`src/rtl/dfd_pkg.sv`:
```
// Package for the delimited frame deframer: phase and result-kind codes,
// configuration register indexes, result and window-control structs.
// No dependencies.
package dfd_pkg;

    localparam int DEF_MAX_DELIM_BYTES = 4;
    localparam logic [2:0] DELIM_LEN_RST = 3'd2;
    localparam logic [15:0] MAX_PAYLOAD_RST = 16'd1514;

    typedef enum logic [2:0] {
        PH_HUNT,
        PH_LEN_LO,
        PH_LEN_HI,
        PH_TYPE,
        PH_PAYLOAD
    } t_phase;

    typedef enum logic [1:0] {
        KIND_PAYLOAD,
        KIND_EMPTY,
        KIND_ERROR
    } t_kind;

    typedef enum logic [1:0] {
        CFG_DELIM_BYTES,
        CFG_DELIM_LEN,
        CFG_MAX_PAYLOAD
    } t_cfg_idx;

    typedef struct packed {
        t_kind       kind;
        logic [7:0]  message_type;
        logic [7:0]  payload_byte;
        logic [15:0] payload_offset;
        logic [15:0] frame_length;
        logic        last;
    } t_result;

    typedef struct packed {
        logic       shift;
        logic [7:0] rx_byte;
    } t_win_ctl;

endpackage

```
`src/rtl/dfd_window.sv`:
```
// Delimiter hunting window: recent received bytes and the delimiter compare.
// Depends on dfd_pkg.
module dfd_window #(
    parameter int MAX_DELIM_BYTES = dfd_pkg::DEF_MAX_DELIM_BYTES
) (
    input  logic              i_clk,
    input  logic              i_rst_n,
    input  dfd_pkg::t_win_ctl i_ctl,
    input  logic [31:0]       i_delim_bytes,
    input  logic [2:0]        i_delim_len,
    output logic              o_match
);

    localparam int Win = (MAX_DELIM_BYTES < 4) ? MAX_DELIM_BYTES : 4;
    localparam int CntW = $clog2(Win + 1);

    logic [7:0]      r_win [Win];
    logic [7:0]      n_win [Win];
    logic [CntW-1:0] r_cnt;
    logic [CntW-1:0] n_cnt;
    logic [Win:1]    match_k;
    logic [2:0]      use_len;
    logic            hit;

    always_comb begin
        n_win[0] = i_ctl.rx_byte;
        for (int j = 1; j < Win; j++) begin
            n_win[j] = r_win[j-1];
        end
        n_cnt = (r_cnt == CntW'(Win)) ? r_cnt : r_cnt + 1'b1;

        if (i_delim_len == 3'd0) begin
            use_len = 3'd1;
        end else if (i_delim_len > 3'(Win)) begin
            use_len = 3'(Win);
        end else begin
            use_len = i_delim_len;
        end

        for (int k = 1; k <= Win; k++) begin
            match_k[k] = (n_cnt >= CntW'(k));
            for (int i = 0; i < k; i++) begin
                if (i_delim_bytes[8*i +: 8] != n_win[k-1-i]) begin
                    match_k[k] = 1'b0;
                end
            end
        end

        hit = 1'b0;
        for (int k = 1; k <= Win; k++) begin
            if (use_len == 3'(k)) begin
                hit = match_k[k];
            end
        end
    end

    assign o_match = hit;

    always_ff @(posedge i_clk) begin
        if (!i_rst_n) begin
            r_cnt <= '0;
        end else if (i_ctl.shift) begin
            r_cnt <= hit ? '0 : n_cnt;
        end
    end

    always_ff @(posedge i_clk) begin
        if (i_ctl.shift) begin
            r_win <= n_win;
        end
    end

endmodule

```
`src/rtl/dfd_frame_fsm.sv`:
```
// Frame parser: phase sequencer, header capture and the result register.
// Depends on dfd_pkg; takes the delimiter match from dfd_window.
module dfd_frame_fsm (
    input  logic               i_clk,
    input  logic               i_rst_n,
    input  logic               i_byte_valid,
    input  logic [7:0]         i_byte,
    output logic               o_take,
    output dfd_pkg::t_win_ctl  o_win,
    input  logic               i_match,
    input  logic [15:0]        i_max_payload,
    output logic               o_out_valid,
    input  logic               i_out_ready,
    output dfd_pkg::t_result   o_result
);

    dfd_pkg::t_phase  r_phase;
    dfd_pkg::t_phase  n_phase;
    logic [15:0]      r_len;
    logic [15:0]      n_len;
    logic [7:0]       r_type;
    logic [7:0]       n_type;
    logic [15:0]      r_pos;
    logic [15:0]      n_pos;
    logic             r_out_valid;
    dfd_pkg::t_result r_res;
    dfd_pkg::t_result res;
    logic             res_valid;
    logic [15:0]      len_full;
    logic [16:0]      pos_inc;
    logic             fin;
    logic             take;

    always_comb begin
        len_full  = {i_byte, r_len[7:0]};
        pos_inc   = {1'b0, r_pos} + 17'd1;
        fin       = (pos_inc >= {1'b0, r_len});
        res_valid = 1'b0;
        res       = '0;
        n_phase   = r_phase;
        n_len     = r_len;
        n_type    = r_type;
        n_pos     = r_pos;
        case (r_phase)
            dfd_pkg::PH_LEN_LO: begin
                n_len   = {8'h00, i_byte};
                n_phase = dfd_pkg::PH_LEN_HI;
            end
            dfd_pkg::PH_LEN_HI: begin
                n_len = len_full;
                if (len_full > i_max_payload) begin
                    res_valid        = 1'b1;
                    res.kind         = dfd_pkg::KIND_ERROR;
                    res.frame_length = len_full;
                    res.last         = 1'b1;
                    n_phase          = dfd_pkg::PH_HUNT;
                end else begin
                    n_phase = dfd_pkg::PH_TYPE;
                end
            end
            dfd_pkg::PH_TYPE: begin
                n_type = i_byte;
                n_pos  = '0;
                if (r_len == 16'd0) begin
                    res_valid        = 1'b1;
                    res.kind         = dfd_pkg::KIND_EMPTY;
                    res.message_type = i_byte;
                    res.last         = 1'b1;
                    n_phase          = dfd_pkg::PH_HUNT;
                end else begin
                    n_phase = dfd_pkg::PH_PAYLOAD;
                end
            end
            dfd_pkg::PH_PAYLOAD: begin
                res_valid          = 1'b1;
                res.kind           = dfd_pkg::KIND_PAYLOAD;
                res.message_type   = r_type;
                res.payload_byte   = i_byte;
                res.payload_offset = r_pos;
                res.frame_length   = r_len;
                res.last           = fin;
                n_pos              = pos_inc[15:0];
                if (fin) begin
                    n_phase = dfd_pkg::PH_HUNT;
                end
            end
            dfd_pkg::PH_HUNT: begin
                if (i_match) begin
                    n_len   = '0;
                    n_phase = dfd_pkg::PH_LEN_LO;
                end
            end
            default: begin
                n_phase = dfd_pkg::PH_HUNT;
            end
        endcase

        take = i_byte_valid && (!res_valid || !r_out_valid || i_out_ready);
    end

    assign o_take        = take;
    assign o_win.shift   = take && (r_phase == dfd_pkg::PH_HUNT);
    assign o_win.rx_byte = i_byte;
    assign o_out_valid   = r_out_valid;
    assign o_result      = r_res;

    always_ff @(posedge i_clk) begin
        if (!i_rst_n) begin
            r_phase     <= dfd_pkg::PH_HUNT;
            r_out_valid <= 1'b0;
        end else begin
            if (take) begin
                r_phase <= n_phase;
            end
            if (take && res_valid) begin
                r_out_valid <= 1'b1;
            end else if (i_out_ready) begin
                r_out_valid <= 1'b0;
            end
        end
    end

    always_ff @(posedge i_clk) begin
        if (take) begin
            r_len  <= n_len;
            r_type <= n_type;
            r_pos  <= n_pos;
        end
        if (take && res_valid) begin
            r_res <= res;
        end
    end

    a_pos_in_frame: assert property (@(posedge i_clk) disable iff (!i_rst_n)
        r_phase == dfd_pkg::PH_PAYLOAD |-> r_pos < r_len)
        else $error("payload position beyond frame length");

    a_empty_fields: assert property (@(posedge i_clk) disable iff (!i_rst_n)
        r_out_valid && r_res.kind == dfd_pkg::KIND_EMPTY
        |-> r_res.last && r_res.frame_length == 16'd0 && r_res.payload_offset == 16'd0)
        else $error("empty frame result with nonzero fields");

    a_error_fields: assert property (@(posedge i_clk) disable iff (!i_rst_n)
        r_out_valid && r_res.kind == dfd_pkg::KIND_ERROR
        |-> r_res.last && r_res.message_type == 8'd0 && r_res.payload_byte == 8'd0)
        else $error("length error result with stray fields");

    a_result_loaded: assert property (@(posedge i_clk) disable iff (!i_rst_n)
        take && res_valid |=> r_out_valid)
        else $error("result dropped");

endmodule

```
`src/rtl/delimited_frame_deframer.sv`:
```
// Top level of the delimited frame deframer: input register, configuration
// registers, hunting window and frame parser.
// Depends on dfd_pkg, dfd_window and dfd_frame_fsm.
//
// Usage: received link bytes enter on the in channel (i_in_valid, o_in_ready,
// i_rx_byte). The block hunts for the configured start delimiter, then reads
// a 16-bit length (low byte first), a type byte and the payload. Each payload
// byte leaves on the out channel (o_out_valid, i_out_ready) with its type,
// offset, frame length and last mark; a zero-length frame gives one empty
// result and a length above max_payload one error result, then hunting.
// Configuration requests on the cfg channel are always taken (o_cfg_ready is
// high); write them only while no byte is in flight.
// A result passes the input register, then the result register. Throughput:
// one byte per cycle while no held result stalls it, set by the update of the
// parser state between the two registers.
// Reset: synchronous, active low; clears the pipeline, returns the parser to
// hunting with an empty window and loads the register reset values.
// Stall: a held result stalls only bytes that would give a result; the input
// register then holds and o_in_ready drops.
module delimited_frame_deframer #(
    parameter int MAX_DELIM_BYTES = dfd_pkg::DEF_MAX_DELIM_BYTES
) (
    input  logic        i_clk,
    input  logic        i_rst_n,
    input  logic        i_in_valid,
    output logic        o_in_ready,
    input  logic [7:0]  i_rx_byte,
    output logic        o_out_valid,
    input  logic        i_out_ready,
    output logic [1:0]  o_result_kind,
    output logic [7:0]  o_message_type,
    output logic [7:0]  o_payload_byte,
    output logic [15:0] o_payload_offset,
    output logic [15:0] o_frame_length,
    output logic        o_last,
    input  logic        i_cfg_valid,
    output logic        o_cfg_ready,
    input  logic [1:0]  i_cfg_index,
    input  logic [31:0] i_cfg_data
);

    logic              r_in_valid;
    logic [7:0]        r_in_byte;
    logic [31:0]       r_delim_bytes;
    logic [2:0]        r_delim_len;
    logic [15:0]       r_max_payload;
    logic              take;
    logic              match;
    dfd_pkg::t_win_ctl win_ctl;
    dfd_pkg::t_result  result;

    assign o_in_ready  = !r_in_valid || take;
    assign o_cfg_ready = 1'b1;

    always_ff @(posedge i_clk) begin
        if (!i_rst_n) begin
            r_in_valid <= 1'b0;
        end else if (i_in_valid && o_in_ready) begin
            r_in_valid <= 1'b1;
        end else if (take) begin
            r_in_valid <= 1'b0;
        end
    end

    always_ff @(posedge i_clk) begin
        if (i_in_valid && o_in_ready) begin
            r_in_byte <= i_rx_byte;
        end
    end

    always_ff @(posedge i_clk) begin
        if (!i_rst_n) begin
            r_delim_bytes <= '0;
            r_delim_len   <= dfd_pkg::DELIM_LEN_RST;
            r_max_payload <= dfd_pkg::MAX_PAYLOAD_RST;
        end else if (i_cfg_valid) begin
            case (dfd_pkg::t_cfg_idx'(i_cfg_index))
                dfd_pkg::CFG_DELIM_BYTES: r_delim_bytes <= i_cfg_data;
                dfd_pkg::CFG_DELIM_LEN:   r_delim_len   <= i_cfg_data[2:0];
                dfd_pkg::CFG_MAX_PAYLOAD: r_max_payload <= i_cfg_data[15:0];
                default: begin
                end
            endcase
        end
    end

    dfd_window #(
        .MAX_DELIM_BYTES(MAX_DELIM_BYTES)
    ) u_window (
        .i_clk        (i_clk),
        .i_rst_n      (i_rst_n),
        .i_ctl        (win_ctl),
        .i_delim_bytes(r_delim_bytes),
        .i_delim_len  (r_delim_len),
        .o_match      (match)
    );

    dfd_frame_fsm u_frame (
        .i_clk        (i_clk),
        .i_rst_n      (i_rst_n),
        .i_byte_valid (r_in_valid),
        .i_byte       (r_in_byte),
        .o_take       (take),
        .o_win        (win_ctl),
        .i_match      (match),
        .i_max_payload(r_max_payload),
        .o_out_valid  (o_out_valid),
        .i_out_ready  (i_out_ready),
        .o_result     (result)
    );

    assign o_result_kind    = result.kind;
    assign o_message_type   = result.message_type;
    assign o_payload_byte   = result.payload_byte;
    assign o_payload_offset = result.payload_offset;
    assign o_frame_length   = result.frame_length;
    assign o_last           = result.last;

endmodule

```
`config.mk`:
```
export PLATFORM = sky130hd
export DESIGN_NAME = delimited_frame_deframer
export DESIGN_NICKNAME = d
export VERILOG_FILES = /design/src/rtl/dfd_pkg.sv /design/src/rtl/dfd_window.sv /design/src/rtl/dfd_frame_fsm.sv /design/src/rtl/delimited_frame_deframer.sv
export SDC_FILE = /design/constraint.sdc
export NUM_CORES = 1
export LEC_CHECK = 0
export BUFFER_PORTS_ARGS = -buffer_cell sky130_fd_sc_hd__buf_2
export CORE_MARGIN = 10
export CORE_UTILIZATION = 52
export DETAILED_ROUTE_END_ITERATION = 6
export PLACE_DENSITY = 0.75
export RECOVER_POWER = 25
export SETUP_SLACK_MARGIN = 0.1
export SYNTH_ARGS = -nofsm -noshare
export SYNTH_HDL_FRONTEND = slang
export SYNTH_SLANG_ARGS = --single-unit
```
`constraint.sdc`:
```
create_clock -name i_clk -period 3.43 [get_ports i_clk]
set_input_delay 0.1715 -clock i_clk [delete_from_list [all_inputs] [get_ports i_clk]]
set_output_delay 0.1715 -clock i_clk [all_outputs]
set_load 0.02 [all_outputs]
```
==> run metrics <==
outcome complete, no violations; DRT Pass-1 Iters 5; number of DRC markers in iteration 0 509; #FFs+latches synth 182; synth warn 0; hold path start i_cfg_data[6]; Pleak 0.004011 uW; Synthesized Nets 874; CP dominant cell by count a21o_1; XOR/XNOR Fraction of Synth Area 9.331%; Initial Utilization 52.83%; Worst IR Drop VDD 0.3620 mV; drt wl/cell 18.84 um; Crit. Startpoint r_in_byte[5]$_DFFE_PP_; register area share after synthesis 55.84%; share of cells above drive strength 1 14.67%; leading area contributor after synthesis edfxtp_1; CP delay by family, top compound AO/OA/AOI/OAI gates; Placement Cell Area 9494 sq um; Final Hold Vio Count 0; worst-case clock skew 0.008753 ns; Async SR Flop Fraction 0%; crit path cell chain ha_1 > a21o_1 > a21o_1 > a221o_1 > nor3_4 > buf_4 > nor3_2 > o311ai_1 > buf_2; Total GRT Usage 19.46%; count leader, synth edfxtp_1; synthesis-to-layout area growth 19.81%; Clk network pwr share 44.4%; IO Pins 101; Slowest-stage cell, CP o311ai_1; RSZ-0062 raised after global routing true; Synth Area in Simple Gates 15.97%; worst reg2reg path endpoint u_frame.r_len[14]$_DFFE_PP_; critical path type reg -> out; DRC 0; global route overflow 0; Num Clock Sinks 182; Worst EP required 3.26 ns; post-synth top area share 42.31%; initial antenna violation count 2; adder-cell area share of the yosys netlist 5.016%; Post-synth EDFFs 123; PortBufs 99; Worst Setup Start Kind flop; Top Metal Used met4; H-tree levels 4; hold path cells 3; met3 WL post-DR 1.958 mm; vias per cell 5.608; Worst Hold Path EP r_delim_bytes[6]$_SDFFE_PN0P_; Final ANT Viol Nets 0; CTS tree built; reg2reg start r_in_byte[3]$_DFFE_PP_; Net Sw Frac 21.88%; gpl congestion 0.9293; Reg power frac 49.5%; worst path buffer plus inverter count 2; nets@finish 1,003; clock-pin slew of the registers on the worst-case setup and hold paths 0.07 ns; row count 47; Final Slew Violations 0; Total Wirelength 21.76 mm; final core utilization 63.29%; Worst-Margin Slew 1.159 ns; f_max 0.3047 GHz; via count 6,477; die area 22,370 sq um; met2 WL 9.934 mm; syn_area_per_cell 11.02 sq um; largest net degree at the start of global routing 52; Detailed Place HPWL 15.01 mm; mux share of post-synthesis cell area 0.4586%; worst reg2reg path depth 9; min Tclk post-route 3.282 ns; Met1 Routed Length 9.456 mm; Die H 149.6 um; Core Footprint 16,520 sq um; cells after synthesis 792; Int Pwr 3797 uW; CP max FO 4; commonest register cell after synthesis edfxtp_1; count of cell types in the netlist 62; R2R setup slack 0.22 ns; main combinational cell family by area after synthesis simple AND/OR/NAND/NOR gates; WP data arrival 3.11 ns; Slew headroom 22.73%; final period utilization 95.69%; Largest stage delay, worst path 0.54 ns; CTS root buf clkbuf_16; # setup viols final 0; combinational share of power 6.1%; Die Wd 149.6 um; Setup TNS Final 0 ns; worst skew pair latency 0.44 ns; CTS buffer count 17; hold crit path type in -> reg; Setup crit end kind output pin; first-pass GRT wire length 33.84 mm; Post-synth top cells edfxtp_1 (123), nand2_1 (107), xnor2_1 (70); clk buf depth 2; final instance area 10,460 sq um; vias in the first global route 6,265; Area contributors post-synth edfxtp_1 (42%), dfxtp_1 (14%), xnor2_1 (7.0%), ha_1 (5.0%), nand2_1 (4.6%); post-synthesis cell area 8730 sq um; number of max-cap violations 0; Sw Pwr 1064 uW; Synth Area in Compound Gates 9.316%; power density over the cells 464.8 nW/um^2
[cell type report]
class / instances / area, sq um
timing repair buffer: 159 / 987.2
antenna: 1 / 2.502
sequential: 182 / 4875
fill: 1299 / 6066
clock buffer: 17 / 425.4
multi-input combinational: 522 / 3523
clock inverter: 15 / 224.0
inverter: 39 / 146.4
tap: 220 / 275.3
[routing by layer]
layer,up-vias,GRT usage [%]
met5,-,0
met4,0,6.722
met3,31,4.921
met2,283,30.00
met1,3098,26.10
li1,3065,-
[power groups by stage]
stage / Sequential, uW / Clock, uW / Combinational, uW
floorplan: 2440 / 0 / 174
global route: 2410 / 2260 / 322
global placement: 2450 / 0 / 257
finish: 2410 / 2160 / 296
CTS: 2410 / 2170 / 297
detailed placement: 2450 / 0 / 263
[cell families after synthesis]
kind of cell | Yosys count
AO/OA/AOI/OAI | 120
XOR/XNOR | 93
adder cells (fa/ha/maj) | 35
buffers and inverters | 88
flip-flops | 182
multiplexers | 4
other | 1
AND/OR/NAND/NOR | 269
[cells in the final DEF, fill, tap and decap left out, types with 4 or more instances in the layout]
cell type,instances
xor2_1,23
a21o_1,4
clkbuf_16,17
o21ai_0,12
ha_1,35
nor2_1,23
clkbuf_1,35
a22o_1,9
buf_2,70
and2_1,15
o21a_1,4
buf_4,18
and3_1,42
nand4_1,23
nor2b_1,12
nand3b_1,4
o211ai_1,9
xnor2_1,69
a21oi_1,55
dfxtp_1,59
nand2_1,107
mux2i_1,4
nor4_1,11
edfxtp_1,123
nand3_1,13
dlygate4sd3_1,35
inv_1,39
bufinv_16,5
[timing repair]
item / in CTS / in global routing
endpoints found under the hold margin: 42 / 0
setup endpoints to repair: 1 / 10
setup buffers: 1 / 0
hold buffers: 35 / 0
gates resized for setup: 0 / 3
[sequential cells by signal (all words and copies together), names as in the netlist, 3 cells and up]
| register | count |
|---|---|
| u_frame.r_len | 16 |
| u_window.r_cnt | 3 |
| r_delim_len | 3 |
| u_frame.r_pos | 16 |
| r_in_byte | 8 |
| u_frame.o_result | 51 |
| r_delim_bytes | 32 |
| u_frame.r_type | 8 |
| u_window.n_win | 24 |
| r_max_payload | 16 |
| u_frame.r_phase | 3 |
[how the worst max path moves through the flow]
stage / end / depth (start not counted) / slack (ns)
floorplan: u_frame.o_result[0]$_DFFE_PP_ / 7 / 0.29
CTS: o_in_ready / 9 / 0.15
detailed placement: u_frame.o_result[0]$_DFFE_PP_ / 13 / 0.10
finish: o_in_ready / 9 / 0.15
global route: u_frame.o_result[0]$_DFFE_PP_ / 11 / 0.01
global placement: u_frame.o_result[0]$_DFFE_PP_ / 13 / 0.17
[worst register-to-register path, stage by stage (launching register included)]
cell and delay (ns):
edfxtp_1 0.36, clkbuf_1 0.75, xnor2_1 0.22, nand4_1 0.15, nor3_1 0.25, nand3_1 0.21
nand4_4 0.17, nand2_2 0.07, buf_4 0.14, a211oi_2 0.52
[stage by stage]
stage	worst slack, ns	total power (uW)	hold slack, ns	std cells
final	0.1480	4861	0.01447	1155
after CTS	0.1527	4871	0.005293	1154
after detailed placement	0.1009	2717	0.3497	1086
after global routing	0.009752	4997	0.01509	1154
after global placement	0.1657	2710	0.3497	1086
after floorplan	0.2939	2613	0.2704	792
Note: power is estimated with default switching activity, not from simulation.
